## src/rtl/ukpt_pkg.sv

```systemverilog
// shared types and sizing constants for the uid keyed profile table
// no dependencies; used by ukpt_cell and uid_keyed_profile_table
package ukpt_pkg;

   localparam int ENTRIES      = 16;
   localparam int UID_BYTES    = 10;
   localparam int PAYLOAD_BITS = 64;

   localparam int UID_W   = UID_BYTES * 8;
   localparam int IDX_W   = (ENTRIES > 1) ? $clog2(ENTRIES) : 1;
   localparam int CNT_W   = $clog2(ENTRIES + 1);
   localparam int LEN_W   = 4;
   localparam int INDEX_W = 8;
   localparam int COUNT_W = 5;

   typedef enum logic [1:0] {
      OP_ADD    = 2'd0,
      OP_REMOVE = 2'd1,
      OP_CLEAR  = 2'd2,
      OP_READ   = 2'd3
   } op_type;

   typedef enum logic {
      ST_IDLE = 1'b0,
      ST_EXEC = 1'b1
   } state_type;

   typedef struct packed {
      logic [UID_W-1:0]        uid;
      logic [LEN_W-1:0]        len;
      logic [PAYLOAD_BITS-1:0] payload;
   } entry_type;

   // broadcast to every cell during the commit cycle
   typedef struct packed {
      logic               exec;
      op_type             op;
      logic [INDEX_W-1:0] index;
      logic [CNT_W-1:0]   count;
      logic               miss;
      entry_type          entry;
   } cmd_type;

endpackage

```

## src/rtl/ukpt_cell.sv

```systemverilog
// one table slot: holds an entry, compares it against the incoming uid
// and takes its neighbour's entry on a compacting remove; uses ukpt_pkg
module ukpt_cell
   import ukpt_pkg::*;
(
   input  logic             clock,
   input  logic             reset,
   input  logic [IDX_W-1:0] slot_index,
   input  cmd_type          cmd,
   input  logic             match_prev,
   input  entry_type        next_entry,
   output logic             match_out,
   output entry_type        entry
);

   entry_type entry_ff;
   entry_type entry_in;
   logic      live;
   logic      match;
   logic      first_hit;

   assign entry = entry_ff;

   always_comb begin
      logic eq;
      eq   = 1'b1;
      live = int'(slot_index) < int'(cmd.count);
      for (int b = 0; b < UID_BYTES; b++) begin
         if (b < int'(cmd.entry.len) && entry_ff.uid[8*b +: 8] != cmd.entry.uid[8*b +: 8]) begin
            eq = 1'b0;
         end
      end
      match = live && (cmd.entry.len != '0) && (int'(cmd.entry.len) <= UID_BYTES)
              && (entry_ff.len == cmd.entry.len) && eq;
   end

   assign first_hit = match && !match_prev;
   assign match_out = match_prev || match;

   always_comb begin
      entry_in = entry_ff;
      if (cmd.exec) begin
         case (cmd.op)
            OP_ADD: begin
               if (cmd.entry.len != '0) begin
                  if (first_hit) begin
                     entry_in = cmd.entry;
                  end else if (cmd.miss && int'(slot_index) == int'(cmd.count)) begin
                     entry_in = cmd.entry;
                  end
               end
            end
            OP_REMOVE: begin
               if (int'(cmd.index) < int'(cmd.count)) begin
                  if (int'(slot_index) >= int'(cmd.index)
                      && int'(slot_index) + 1 < int'(cmd.count)) begin
                     entry_in = next_entry;
                  end else if (int'(slot_index) + 1 == int'(cmd.count)) begin
                     entry_in = '0;
                  end
               end
            end
            OP_CLEAR: begin
               entry_in = '0;
            end
            default: begin
               entry_in = entry_ff;
            end
         endcase
      end
   end

   always_ff @(posedge clock) begin
      if (reset) begin
         entry_ff <= '0;
      end else begin
         entry_ff <= entry_in;
      end
   end

endmodule

```

## config.mk

```make
export PLATFORM = sky130hd
export DESIGN_NAME = ukpt_cell
export DESIGN_NICKNAME = d
export VERILOG_FILES = /design/src/rtl/ukpt_pkg.sv /design/src/rtl/ukpt_cell.sv
export SDC_FILE = /design/constraint.sdc
export NUM_CORES = 1
export LEC_CHECK = 0
export ABC_AREA = 1
export BUFFER_PORTS_ARGS = -buffer_cell sky130_fd_sc_hd__buf_4
export CAP_MARGIN = 20
export CORE_ASPECT_RATIO = 1.75
export CORE_UTILIZATION = 30
export CTS_CLUSTER_DIAMETER = 40
export DETAILED_ROUTE_END_ITERATION = 12
export GPL_ROUTABILITY_DRIVEN = 0
export PLACE_DENSITY = 0.65
export SLEW_MARGIN = 20
export SYNTH_ARGS = -nofsm -noshare
export SYNTH_HDL_FRONTEND = slang
export SYNTH_SLANG_ARGS = --single-unit
```

## constraint.sdc

```tcl
create_clock -name clock -period 4.8 [get_ports clock]
set_input_delay 0 -clock clock [delete_from_list [all_inputs] [get_ports clock]]
set_output_delay 0 -clock clock [all_outputs]
set_load 0.1 [all_outputs]
```

==> run summary, run 1 <==
Ys Warns - 0
worst hold path type - input port to register
Sum Neg Setup Slack - 0 ns
DRT iter0 DRCs - 675
P&R area growth vs syn - 45.2%
hold path depth - 7
WL final - 41.5 mm
Maximum Capacitance Violations - 0
final core occ - 0.444
Crit Path Max Fanout - 104
Yosys top cell by area - dfxtp_1
layout cells sized above 1 - 0.219
#FFs+latches synth - 148
ranking of synthesized cells by area - dfxtp_1 27%, nand2_1 20%, nand3_1 9.2%
initial antenna violation count - 2
vias after detailed routing - 13200
post-synthesis sequential area ratio - 0.275
worst-margin pin slew - 0.947 ns
total grt overflow - 0
Crit. End Element - register
Via density - 4.67
Clock Tree Buf Depth - 2
Max H-tree Level - 4
hold path start - cmd[36]
die height - 253 um
clock sink count - 148
minimum clock period after layout - 2.95 ns
row count - 91
Cell Area, Synth - 10800 um2
Die Wd - 145 um
# nets final - 2684
Setup CP Type - register to register
Fmax - 339 MHz
largest net degree at the start of global routing - 187
worst path required time - 5.12 ns
CTS tree - done
Tot GR Track Use - 0.219
Initial Util - 0.306
peak supply drop - 0.249 mV
area occupied by multi-input gates - 6220 um2
crit path DAT - 3.27 ns
Static Leak - 7.71 nW
Worst-path clk slew - 0.06 ns
drt drc - 0
Synth Area per Inst - 5.66 um2
Final Hold Fails - 0
RR Startpoint - entry[75]
post-route antenna net violation count - 0
RSZ-0062 raised after global routing - no
post-cts sizing count - 0
relative slew slack - 0.369
Core Area - 35300 um2
num ports - 469
Setup Viol. Count Final - 0
clk_lat worst skew - 0.43 ns
first-pass GRT wire length - 63.7 mm
post-synthesis cell type count - 26
Fillers - 3774
Synth Instances - 1904
CTS hold repair buffers - 67
HPWL Detailed - 29.6 mm
fin crit share - 0.614
CTS root buf - clkbuf_16
vias in the first global route - 12200
clk_skew - 0.00858 ns
fin. max-slew vios - 0
setup bufs post-CTS - 0
Wirelength per Cell - 14.7 um
max FFs per register - 148
Syn Nets - 2246
Seq. cell area - 2960 um2
Register-to-Register Setup Slack - 1.85 ns
post-synth top area share - 0.275
Worst setup SP type - register
status - completed
P per Cell Area - 289 nW/um2
Pre-antenna DRT Iters - 5
CTS buffer count - 17
worst hold endpoint - entry[36]
I/O Buffers - 468
DIE AREA - 36700 um2
FF-to-FF End - entry[139]
Reg2Reg Depth - 16
Yosys cell counts, drive strengths merged:
master and number:
o21bai 1, a31oi 1, nand4 2, o21a 1
dfxtp 148, buf 77, o211ai 1, nand2 567
nor2 214, nand3 199, a21oi 155, nand3b 1
clkbuf 50, xor2 13, xnor2 31, inv 267
ha 22, o21ai 153, nor3 1
area by class of cell:
| cell class | count | area share |
|---|---|---|
| Timing Repair Buffer | 546 | 0.277 |
| Clock buffer | 22 | 0.0297 |
| Multi-Input combinational cell | 1362 | 0.397 |
| Tap cell | 465 | 0.0372 |
| Sequential cell | 148 | 0.189 |
| Clock inverter | 9 | 0.00520 |
| Antenna cell | 2 | 0.000320 |
| Inverter | 267 | 0.0647 |
where the power goes:
| group | total (mW) | switching (mW) | internal, mW |
|---|---|---|---|
| Sequential | 1.40 | 0.0800 | 1.32 |
| Combinational | 1.84 | 1.27 | 0.569 |
| Clock | 1.29 | 0.554 | 0.734 |
placed cells by master (no fill, tap or decap), types with 17 or more instances in the layout:
master and instances:
a21oi_1 154, buf_4 474, clkbuf_16 17, dfxtp_1 148
dlygate4sd3_1 67, ha_1 22, inv_1 262, nand2_1 565
nand3_1 199, nor2_1 214, o21ai_0 140, xnor2_1 31
logic make-up (layout without fill, tap and decap cells):
kind of cell,count (synthesis),in the layout,share of synthesized area
AND/OR/NAND/NOR,984,984,0.367
buffers and inverters,394,844,0.151
AO/OA/AOI/OAI,312,312,0.147
flip-flops,148,148,0.275
XOR/XNOR,44,44,0.0357
adder cells (fa/ha/maj),22,22,0.0255
other,0,2,0
worst max-delay path by stage:
stage                  startpoint    endpoint  slack, ns  cells past startpoint
finish                  entry[75]  entry[139]       1.85                     16
global route            entry[75]   entry[42]       1.55                     16
CTS                    entry[147]  entry[139]       1.81                     15
detailed placement  slot_index[0]  entry[139]       1.70                     17
global placement    slot_index[0]   entry[46]       1.76                     17
floorplan               entry[64]  entry[107]       2.31                     16
metal layers:
metal  up-vias  wire length (um)  GRT usage
met2       431             21800      0.405
met3        82              2170     0.0380
met1      5902             15800      0.236
met5         -                 0          0
li1       6772                 -          -
met4         0              1700      0.112
worst max-delay path: stages, from the launching register on:
cell and delay, ns:
dfxtp_1 0.41, inv_1 0.06, nand2_1 0.05, nand2_1 0.05, nor2_1 0.20, nand2_1 0.10
o21ai_0 0.16, nand2_1 0.07, inv_1 0.07, nand2_1 0.05, nor2_1 0.11, nand3_1 0.23
nand2_8 0.48, buf_12 0.43, nand3_1 0.13, nand2_1 0.10, nor2_1 0.04
per-stage QoR:
stage / setup slack, ns / power, mW / area, um2 / hold slack [ns] / instances
2_1_floorplan: 2.31 / 2.69 / 10800 / 0.323 / 1904
3_5_place_dp: 1.70 / 3.23 / 14400 / 0.430 / 2721
4_1_cts: 1.81 / 4.58 / 15700 / 0.000267 / 2819
6_report: 1.85 / 4.53 / 15700 / 0.0274 / 2821
5_1_grt: 1.55 / 4.77 / 15700 / 0.0425 / 2821
3_3_place_gp: 1.76 / 3.21 / 14400 / 0.424 / 2721
Note: power is estimated with default switching activity, not from simulation.
==> run 2: changes to the inputs <==
clock period = 2.8 ns   (was 4.8 ns; I/O delays follow)
==> run 2 against run 1 <==
Effect of this change: global-route usage up 0.16 points; highest routed layer unchanged; clock power up 88%; critical path depth unchanged; cell area increased by 4.4%; largest power group unchanged; combinational power grew 77%; register-to-register slack got worse by 1.6 ns; worst hold slack got worse by 0.0062 ns; wire length up 0.32%; clock skew grew 0.0025 ns; setup slack got worse by 1.6 ns; sequential cell count unchanged; power up 79%.
==> run summary, run 2 (synthesis gave the netlist of run 1 again) <==
worst hold path type - input port to register
CTS buffer count - 17
Via density - 4.68
largest net degree at the start of global routing - 79
worst-margin pin slew - 0.639 ns
Worst-path clk slew - 0.07 ns
row count - 91
Tot GR Track Use - 0.220
commonest non-fill, non-tap cell in the layout - nand2_1
fin. max-slew vios - 0
Final Hold Fails - 0
vias after detailed routing - 13400
setup bufs post-CTS - 0
Core Area - 35300 um2
Static Leak - 8.05 nW
max FFs per register - 148
vias in the first global route - 12600
commonest non-fill, non-tap cells in the layout - 565 x nand2_1, 484 x buf_4, 262 x inv_1
DRT iter0 DRCs - 602
die height - 253 um
CP delay by family, top - simple AND/OR/NAND/NOR gates
total grt overflow - 0
CTS root buf - clkbuf_16
first-pass GRT wire length - 64.4 mm
Register-to-Register Setup Slack - 0.29 ns
CTS hold repair buffers - 96
clk_skew - 0.0110 ns
CTS tree - done
P per Cell Area - 495 nW/um2
post-cts sizing count - 0
Clock Tree Buf Depth - 2
CP cell instances - inv_1, nand2_1, nand2_1, nor2_1, nand2_1, o21ai_0, nand2_1, inv_1, nand2_1, nor2_1, nand3_1, nand2_8, buf_12, nand3_1, nand2_1, nor2_1
layout cells sized above 1 - 0.225
Max H-tree Level - 4
drt drc - 0
DIE AREA - 36700 um2
CP peak stage delay - 0.40 ns
initial antenna violation count - 1
Sum Neg Setup Slack - 0 ns
Initial Util - 0.306
placed insts - 2744
crit path DAT - 2.85 ns
Setup Viol. Count Final - 0
Pre-antenna DRT Iters - 7
Setup CP Type - register to register
final non-filler cell total - 2873
worst path buffer plus inverter count - 3
# nets final - 2736
Fmax - 398 MHz
RSZ-0062 raised after global routing - no
I/O Buffers - 468
Crit. End Element - register
num ports - 469
Fillers - 3717
relative slew slack - 0.574
worst path required time - 3.14 ns
Worst setup SP type - register
minimum clock period after layout - 2.51 ns
WL final - 41.6 mm
status - completed
peak supply drop - 0.386 mV
Die Wd - 145 um
Maximum Capacitance Violations - 0
slowest stage cell, crit path - dfxtp_1
Crit Path Max Fanout - 60
clk_lat worst skew - 0.44 ns
fin crit share - 0.897
HPWL Detailed - 31.2 mm
post-route antenna net violation count - 0
Most common cell on crit path - nand2_1
Wirelength per Cell - 14.5 um
P&R area growth vs syn - 51.5%
clock sink count - 148
-- run 2: changes by cell type in the layout (fill, tap and decap cells not counted), sizes merged, moves of 2 or more --
cell / change
buf: +23
bufinv: +2
clkbuf: -5
clkinv: -2
dlygate4sd3: +29
inv: +7
-- run 2: where the power goes --
part	total, mW	switching (mW)	internal (mW)
clock	2.43	1.00	1.42
combinational	3.25	2.19	1.06
sequential	2.42	0.148	2.27
total	8.09	3.34	4.75
-- run 2: per-layer routing --
metal	global-route usage	wire [um]	vias up	share of wire
li1	-	-	6872	-
met1	0.232	15600	6027	0.38
met2	0.410	21800	441	0.52
met3	0.0391	2170	106	0.052
met4	0.125	2040	0	0.049
met5	0	0	-	0
-- run 2: cell type report --
| type | count | area (um2) | share of cell area |
|---|---|---|---|
| Tap cell | 465 | 582 | 0.0356 |
| Multi-Input combinational cell | 1362 | 6220 | 0.380 |
| Sequential cell | 148 | 2960 | 0.181 |
| Clock inverter | 15 | 189 | 0.0116 |
| Timing Repair Buffer | 598 | 4950 | 0.303 |
| Antenna cell | 1 | 2.50 | 0.000153 |
| Clock buffer | 17 | 425 | 0.0260 |
| Inverter | 267 | 1010 | 0.0618 |
-- run 2: final timing paths --
kind	start	depth (start not counted)	endpoint
worst max-delay path	entry[75]	16	entry[50]
worst min-delay path	cmd[62]	7	entry[62]
worst min register to register	entry[44]	2	entry[44]
worst max register to register	entry[75]	16	entry[50]
-- run 2: through the flow --
step / power, mW / util / cell area [um2] / setup WS [ns] / hold WS (ns)
2_1_floorplan: 4.62 / - / 10800 / 0.307 / 0.323
3_3_place_gp: 5.57 / 0.418 / 14800 / 0.295 / 0.421
3_5_place_dp: 5.60 / 0.418 / 14800 / 0.256 / 0.434
4_1_cts: 8.18 / 0.463 / 16300 / 0.235 / 0.0000847
5_1_grt: 8.51 / 0.463 / 16300 / 0.0534 / 0.0391
6_report: 8.09 / 0.463 / 16300 / 0.287 / 0.0212
-- run 2: worst min-delay path: cells and delay by family --
kind / cells / cell delay [ns]
and+or+nand+nor: 4 / 0.23
buffers and inverters: 2 / 0.13
AOI/OAI and AO/OA: 1 / 0.06
==> run 3: changes to the inputs <==
ABC_AREA = unset   (was 1)
CORE_AREA = 2 2 181 183   (was unset)
CORE_ASPECT_RATIO = unset   (was 1.75)
CORE_UTILIZATION = unset   (was 30)
DIE_AREA = 0 0 183 185   (was unset)
PLACE_DENSITY = 0.63   (was 0.65)
==> run 3 against run 2 <==
Effect of this change: area after synthesis fell by 19%; critical endpoint is now entry[8]; worst hold slack worse by 0.0014 ns; largest power group unchanged; the flow now finishes with violations (negative setup slack); clock-buffer cell count is the same; global-route usage is 0.67 points higher; sequential cell count is the same; sequential power is essentially flat; cell count decreased by 25%; non-clock buffer count increased by 162; critical path depth fell by 4; setup slack worse by 0.39 ns.
==> run summary, run 3 <==
status - finished with violations
failing checks - negative setup slack
Fmax - 344 MHz
#FFs+latches synth - 148
post-synth top area share - 0.341
fin. max-slew vios - 0
crit path DAT - 3.21 ns
Synth async-reset ratio - 0
Worst setup SP type - register
FF-to-FF End - entry[8]
I/O Buffers - 468
hold path depth - 4
Static Leak - 7.11 nW
HPWL Detailed - 28.5 mm
max FFs per register - 148
prevailing post-synth register cell - dfxtp_1
worst path required time - 3.11 ns
peak supply drop - 0.352 mV
Crit. End Element - register
RR Startpoint - entry[144]
row count - 66
RSZ-0062 raised after global routing - yes
P per Cell Area - 492 nW/um2
CP delay by family, top - compound AO/OA/AOI/OAI gates
EDFF count, synth - 0
Max H-tree Level - 4
die height - 185 um
DRT iter0 DRCs - 675
CTS buffer count - 17
clock sink count - 148
total grt overflow - 0
Setup CP Type - register to register
Yosys top cell by area - dfxtp_1
Die Wd - 183 um
fin crit share - 1.04
clk_skew - 0.0146 ns
Core Area - 32000 um2
Tot GR Track Use - 0.227
final worst setup slack - -0.103 ns
largest net degree at the start of global routing - 75
layout cells sized above 1 - 0.479
hold path start - cmd[25]
CTS root buf - clkbuf_16
vias after detailed routing - 11100
# nets final - 2061
Total Power - 8.43 mW
Initial Util - 0.272
drt drc - 0
worst-margin pin slew - 0.569 ns
Cell Area, Synth - 8700 um2
Synth Area per Inst - 8.36 um2
Final Hold Fails - 0
num ports - 469
commonest non-fill, non-tap cells in the layout - 522 x buf_4, 252 x a21oi_1, 166 x dlygate4sd3_1
Worst-path clk slew - 0.08 ns
Fillers - 2795
final core occ - 0.534
Synth Instances - 1040
Maximum Capacitance Violations - 0
initial antenna violation count - 2
minimum clock period after layout - 2.90 ns
Syn Nets - 1382
CP cell instances - xnor2_1, nand4_1, o22ai_1, buf_4, nand3_1, a2111oi_4, a41o_4, and2_4, buf_12, clkbuf_16, clkbuf_16, a211oi_2
Register-to-Register Setup Slack - -0.10 ns
Most common cell on crit path - clkbuf_16
DIE AREA - 33900 um2
Via density - 5.16
worst hold path type - input port to register
clk_lat worst skew - 0.43 ns
worst path buffer plus inverter count - 4
slowest stage cell, crit path - a2111oi_4
post-route antenna net violation count - 0
Reg2Reg Depth - 12
Crit Path Max Fanout - 7
Pre-antenna DRT Iters - 4
CP peak stage delay - 0.46 ns
vias in the first global route - 10700
Wirelength per Cell - 20.7 um
synth cell count leaders - 300 x a21oi_1, 149 x nor2b_1, 148 x dfxtp_1
CTS tree - done
Clock Tree Buf Depth - 2
pre-CTS setup slack - -0.317 ns
commonest non-fill, non-tap cell in the layout - buf_4
relative slew slack - 0.618
count leader, synth - a21oi_1
post-synthesis sequential area ratio - 0.341
Setup Viol. Count Final - 128
P&R area growth vs syn - 96.8%
worst hold endpoint - entry[25]
first-pass GRT wire length - 59.8 mm
WL final - 44.4 mm
Ys Warns - 0
ranking of synthesized cells by area - dfxtp_1 34%, a21oi_1 17%, a211oi_1 11%
post-synthesis cell type count - 40
## run 3: changes by cell type in the layout (fill, tap and decap cells not counted), sizes merged, moves of 12 or more
cell         change
nand2          -561
inv            -249
nor2           -213
nand3          -195
a211oi         +150
nor2b          +149
o21ai          -148
a21oi          +145
buf             +74
dlygate4sd3     +70
xor2            +29
clkbuf          +18
xnor2           +12
## run 3: power breakdown
| part | switching [mW] | internal, mW | total, mW | leakage [nW] |
|---|---|---|---|---|
| Combinational | 2.20 | 1.32 | 3.52 | 5.57 |
| Clock | 1.11 | 1.36 | 2.47 | 0.298 |
| Sequential | 0.151 | 2.28 | 2.43 | 1.24 |
| Total | 3.46 | 4.97 | 8.43 | 7.11 |
## run 3: stage by stage
stage | hold WS (ns) | cells | instance area [um2] | TNS [ns]
floorplan | 0.216 | 1040 | 8770 | 0
global placement | 0.335 | 1898 | 13200 | -30.94
detailed placement | 0.343 | 1898 | 13200 | -37.77
CTS | 0.000766 | 2107 | 15700 | -2.56
global route | 0.0184 | 2142 | 17100 | -22.55
finish | 0.0198 | 2143 | 17100 | -6.45
## run 3: area by class of cell
class	count	area, um2	area share
Clock buffer	17	425	0.0248
Clock inverter	15	188	0.0110
Timing Repair Buffer	760	6990	0.408
Multi-Input combinational cell	776	5900	0.345
Antenna cell	3	7.51	0.000438
Sequential cell	148	3040	0.177
Tap cell	408	510	0.0298
Inverter	16	60.1	0.00351
## run 3: what timing repair did
| action | 4_1_cts | 5_1_grt |
|---|---|---|
| gates cloned | 4 | 23 |
| hold buffers | 166 | 0 |
| endpoints found under the hold margin | 148 | 0 |
| setup endpoints to repair | 149 | 149 |
| gates resized for setup | 9 | 165 |
| pin swaps | 30 | 75 |
| setup buffers | 7 | 10 |
## run 3: tightest hold or removal path: stages
cell	delay [ns]
buf_4	0.11
nor2b_1	0.11
a21oi_1	0.11
a211oi_1	0.08
## run 3: per-layer routing
metal	share of wire	GRT usage	wire length, um	vias up
met5	0	0	0	-
met1	0.40	0.268	17900	5300
met3	0.077	0.0592	3420	79
met4	0.031	0.0864	1370	0
met2	0.49	0.395	21700	541
li1	-	-	-	5133
## run 3: how the worst max path moves through the flow
stage                     depth (start not counted)         end          start
final                                            12    entry[8]     entry[144]
after global routing                             12   entry[29]      entry[81]
after CTS                                        13   entry[86]      entry[81]
after detailed placement                         14   entry[60]  slot_index[0]
after global placement                           14  entry[136]  slot_index[0]
after floorplan                                  11  entry[104]      entry[96]
## run 3: cell families (layout without fill, tap and decap cells)
| group | after synthesis | in the layout | share of synthesized area |
|---|---|---|---|
| adder cells (fa/ha/maj) | 22 | 22 | 0.0316 |
| XOR/XNOR | 85 | 85 | 0.0856 |
| buffers and inverters | 116 | 808 | 0.0690 |
| other | 0 | 3 | 0 |
| AND/OR/NAND/NOR | 195 | 195 | 0.137 |
| AO/OA/AOI/OAI | 474 | 474 | 0.336 |
| flip-flops | 148 | 148 | 0.341 |
